--- config.mk ---
export PLATFORM = sky130hd
export DESIGN_NAME = chm_front
export DESIGN_NICKNAME = d
export VERILOG_FILES = /design/src/rtl/core/chm_pkg.sv /design/src/rtl/core/chm_front.sv
export SDC_FILE = /design/constraint.sdc
export NUM_CORES = 1
export LEC_CHECK = 0
export ABC_CLOCK_PERIOD_IN_PS = 8400
export BUFFER_PORTS_ARGS = -buffer_cell sky130_fd_sc_hd__buf_2
export CORE_AREA = 10 10 131 193
export CTS_BUF_LIST = sky130_fd_sc_hd__clkbuf_4
export CTS_CLUSTER_SIZE = 12
export DETAILED_ROUTE_END_ITERATION = 10
export DIE_AREA = 0 0 141 203
export PLACE_DENSITY = 0.81
export SLEW_MARGIN = 20
export SYNTH_ARGS = -nofsm -noshare
export SYNTH_HDL_FRONTEND = slang
export SYNTH_SLANG_ARGS = --single-unit
--- constraint.sdc ---
create_clock -name clk -period 8.4 [get_ports clk]
set_clock_uncertainty 0.2 [all_clocks]
set_input_delay 0.42 -clock clk [delete_from_list [all_inputs] [get_ports clk]]
set_output_delay 0.42 -clock clk [all_outputs]
set_load 0.01 [all_outputs]
--- src/rtl/core/chm_pkg.sv ---
package chm_pkg;

  // Default sizes of the map.
  localparam int CAPACITY_DEF   = 1024;
  localparam int BUCKETS_DEF    = 512;
  localparam int KEY_BITS_DEF   = 64;
  localparam int VALUE_BITS_DEF = 32;

  // Configuration register indexes.
  localparam logic CFG_CAPACITY  = 1'b0;
  localparam logic CFG_KEY_BYTES = 1'b1;

  // Reset values of the configuration registers.
  localparam logic [10:0] CAP_LIMIT_RST = 11'd1024;
  localparam logic [3:0]  KEY_BYTES_RST = 4'd8;

  // Function codes on the input channel.
  localparam logic [2:0] FUNC_FIND  = 3'd0;
  localparam logic [2:0] FUNC_ADD   = 3'd1;
  localparam logic [2:0] FUNC_FIRST = 3'd2;
  localparam logic [2:0] FUNC_NEXT  = 3'd3;
  localparam logic [2:0] FUNC_CLEAR = 3'd4;

  // Operation classes handed from the front to the back.
  typedef enum logic [2:0] {
    OP_FIND,
    OP_ADD,
    OP_FIRST,
    OP_NEXT,
    OP_CLEAR,
    OP_NONE
  } op_t;

  typedef struct packed {
    logic [2:0]  func;
    logic [63:0] key;
    logic [31:0] value_in;
  } chm_in_t;

  typedef struct packed {
    logic        status;
    logic        found;
    logic [63:0] key_out;
    logic [31:0] value_out;
    logic [10:0] count;
  } chm_out_t;

  // Classified command; key is already masked, bucket already hashed.
  typedef struct packed {
    op_t         op;
    logic [63:0] key;
    logic [63:0] value;
    logic [15:0] bucket;
  } chm_cmd_t;

endpackage

--- src/rtl/core/chm_front.sv ---
module chm_front import chm_pkg::*; #(
  parameter int BUCKETS  = BUCKETS_DEF,
  parameter int KEY_BITS = KEY_BITS_DEF
) (
  input  logic     clk,
  input  logic     rst,
  input  logic     in_valid,
  output logic     in_ready,
  input  chm_in_t  in_data,
  input  logic [3:0] key_bytes,
  input  logic     clearing,
  output logic     cmd_valid,
  output chm_cmd_t cmd,
  input  logic     cmd_pop
);

  localparam int BW = (BUCKETS > 1) ? $clog2(BUCKETS) : 1;
  localparam logic [BW:0] BKT_N = (BW + 1)'(BUCKETS);

  logic [3:0]          kb;
  logic [63:0]         kmask;
  logic [KEY_BITS-1:0] key_k;
  logic [BW-1:0]       fold;
  logic [BW:0]         fold_x;
  logic [BW:0]         bkt;
  chm_cmd_t            new_cmd;
  chm_cmd_t            slot [2];
  logic                wr_ptr;
  logic                rd_ptr;
  logic [1:0]          fill;
  logic                push;

  // Clamp the key width and build the byte mask.
  always_comb begin
    if (key_bytes == 4'd0) begin
      kb = 4'd1;
    end else if (key_bytes > 4'd8) begin
      kb = 4'd8;
    end else begin
      kb = key_bytes;
    end
    for (int i = 0; i < 64; i++) begin
      kmask[i] = (4'(i / 8) < kb);
    end
    key_k = KEY_BITS'(in_data.key & kmask);
  end

  // Bucket index: XOR fold of the stored key, brought below the bucket count.
  always_comb begin
    fold = '0;
    for (int i = 0; i < KEY_BITS; i++) begin
      fold[i % BW] = fold[i % BW] ^ key_k[i];
    end
    fold_x = {1'b0, fold};
    bkt = (fold_x >= BKT_N) ? (fold_x - BKT_N) : fold_x;
  end

  // Classify the function code.
  always_comb begin
    new_cmd.key    = 64'(key_k);
    new_cmd.value  = 64'(in_data.value_in);
    new_cmd.bucket = 16'(bkt[BW-1:0]);
    unique case (in_data.func)
      FUNC_FIND:  new_cmd.op = OP_FIND;
      FUNC_ADD:   new_cmd.op = OP_ADD;
      FUNC_FIRST: new_cmd.op = OP_FIRST;
      FUNC_NEXT:  new_cmd.op = OP_NEXT;
      FUNC_CLEAR: new_cmd.op = OP_CLEAR;
      default:    new_cmd.op = OP_NONE;
    endcase
  end

  // Two-entry command queue between front and back.
  assign in_ready  = (fill != 2'd2) && !clearing;
  assign push      = in_valid && in_ready;
  assign cmd_valid = (fill != 2'd0);
  assign cmd       = slot[rd_ptr];

  always_ff @(posedge clk) begin
    if (rst) begin
      wr_ptr <= 1'b0;
      rd_ptr <= 1'b0;
      fill   <= 2'd0;
    end else begin
      if (push) begin
        wr_ptr <= !wr_ptr;
      end
      if (cmd_pop) begin
        rd_ptr <= !rd_ptr;
      end
      if (push && !cmd_pop) begin
        fill <= fill + 2'd1;
      end else if (!push && cmd_pop) begin
        fill <= fill - 2'd1;
      end
    end
  end

  always_ff @(posedge clk) begin
    if (push) begin
      slot[wr_ptr] <= new_cmd;
    end
  end

endmodule

==> run metrics <==
routed vias/inst=approximately 4.9; launch point of the worst reg-to-reg path=fill[0]$_SDFFE_PP0P_; Die ar.=around 0.029 sq mm; commonest non-fill, non-tap cell in the layout=buf_2; Clk pin slew, worst setup/hold paths=about 0.07 ns; Global Route met3 Usage=0.0479; worst reg2reg setup slack=5.46 ns; Antenna Nets Post-Route=0; setup TNS=0 ns; count of cell types in the netlist=53; Seq pwr share=0.503; Post-DP HPWL=about 17000 microns; number of global-route vias before repair=6968; Routed WL per cell=20.0 microns; GRT met1 Usage=0.171; GRT busiest layer=met2; GPL Wtd Cong=about 0.8; layout cells sized above 1=0.426; total wire length=~25000 microns; required time worst endpoint=between 7 and 8 ns; CP startpoint kind=register; Global Route Usage Sum=0.171; worst hold start=in_data[31]; First DRT Iteration DRCs=around 270; TritonCTS Buffers=52; Die Span X=141 microns; Post-Syn Instances=slightly above 600; #FFs+latches synth=between 200 and 250; clk buf depth=3; sequential area share after synthesis=0.678; Max Cap Violations=0; RSZ-0062 raised after global routing=no; Syn-to-layout area delta=30.2%; Via Count=6266; Post-synth EDFFs=about 220; M2 GR Usage=0.310; Crit Path Max Fanout=77; CP endpoint kind=output pin; grt total ovfl=0; drc violations=0; clock tree sinks=221; Logic pwr share=0.162; crit path time final=3.46 ns; Pleak=around 0.0049 uW; syn avg cell area=15.8 sq um; post-placement cell count=between 1000 and 1500; # nets final=~1100; Worst Hold Class=in -> reg; CTS tree=built; Post-synth ARST share=0; Worst VDD drop=around 0.16 mV; Starting Density=0.449; Main synth FF type=edfxtp_1; critical path arrival=2.84 ns; DR pass1 iterations=4; # rows=66; pins over their slew limit=0; Mapped Area=around 0.0097 sq mm; largest net degree at the start of global routing=slightly below 80; htree depth=2; fin crit share=0.412; switching share of power=0.251; PortBufs=roughly 220; Sw Pwr=around 650 uW; clock latency on the worst-skew pair=0.64 ns; CTS root buf=clkbuf_4; power density cells=206 mW/mm^2; first-pass GRT wire length=38100 microns; clock share of power=0.335; initial antenna violation count=5; Max Freq=~290 MHz; status=finished clean; kind of critical path=reg -> out; post-route worst hold slack=around 0.3 ns; commonest non-fill, non-tap cells in the layout=217 x buf_2, 216 x edfxtp_1, 108 x mux2_2, 105 x dlygate4sd3_1, 73 x clkbuf_4; fin cells=approximately 1300; Final Hold Fails=0; Core Area=around 0.022 sq mm; Die Ht=~200 microns; worst slew pin tran=1.06 ns; Slew HR=0.291; synthesis warning total=0; Pint=about 2000 uW; Ports=257; final setup fails=0
state kept, by name, indices dropped and copies added, names as in the netlist, named ones only:
signal / flops
wr_ptr: 1
slot: 216
fill: 2
rd_ptr: 1
area by class of cell:
class                      count  area (sq um)
antenna                        5          12.5
clock buffer                  73           548
clock inverter                19           128
fill                        1748          9000
inverter                       7          26.3
multi-input combinational    352          2810
sequential                   221          6590
tap                          272           340
timing repair buffer         328          2180
worst paths after layout:
kind | end | depth (start not counted)
max | cmd[91] | 3
min | slot[1][40]$_DFFE_PP_ | 2
max reg2reg | slot[0][88]$_DFFE_PP_ | 6
min reg2reg | fill[1]$_SDFFE_PP0P_ | 2
metal layers:
metal | share of wire | routed length (microns) | up-vias
met3 | 0.064 | 1640 | 64
met5 | 0 | 0 | -
met1 | 0.36 | 9050 | 3022
li1 | - | - | 2925
met2 | 0.54 | 13800 | 255
met4 | 0.039 | 1000 | 0
power by group through the flow:
| stage | registers (uW) | clock network [uW] | logic [uW] |
|---|---|---|---|
| floorplan | 1330 | 0 | 252 |
| global placement | 1330 | 0 | 375 |
| detailed placement | 1330 | 0 | 381 |
| CTS | 1310 | 900 | 424 |
| global route | 1310 | 958 | 457 |
| finish | 1310 | 871 | 422 |
synth_stat cells, drive strengths merged (5+ instances only):
cell type  number  share of area
a21oi          10         0.0052
and2           17          0.011
buf            51          0.038
clkbuf         20         0.0077
dfxtp           5          0.010
edfxtp        216           0.67
inv             7         0.0027
mux2          108           0.13
nand2           5         0.0019
nand3           6         0.0031
nor2           22         0.0090
nor2b          42          0.028
o21ai           9         0.0046
xnor2          24          0.022
xor2           17          0.015
stage by stage:
step / instance area (sq um) / power (uW) / utilization / worst slack, ns
global placement: 10900 / 1700 / 0.504 / 5.46
detailed placement: 10900 / 1710 / 0.504 / 5.43
floorplan: 9850 / 1580 / - / 2.26
finish: 12600 / 2600 / 0.584 / 4.94
global route: 12600 / 2730 / 0.584 / 4.75
CTS: 12600 / 2630 / 0.584 / 4.85
logic make-up (layout without fill, tap and decap cells):
kind of cell / count (synthesis) / after routing / share of synthesized area
DFF: 221 / 221 / 0.678
adders and majority gates: 1 / 1 / 0.00129
and+or+nand+nor: 109 / 109 / 0.0648
muxes: 112 / 112 / 0.129
xor gates and xnor gates: 43 / 43 / 0.0424
other: 1 / 44 / 0.000386
AOI/OAI and AO/OA: 48 / 48 / 0.0353
buffers and inverters: 78 / 427 / 0.0481
critical path, stage by stage, from the launching register on:
cell and delay, ns:
dfxtp_4 0.63, buf_4 0.90, mux2_2 0.45, buf_2 0.15
repair_timing:
| action | CTS | global route |
|---|---|---|
| endpoints found under the hold margin | 205 | 0 |
| gates resized for setup | 0 | 0 |
| buffers inserted | 0 | 0 |
| hold buffers | 105 | 0 |
Note: power is estimated with default switching activity, not from simulation.
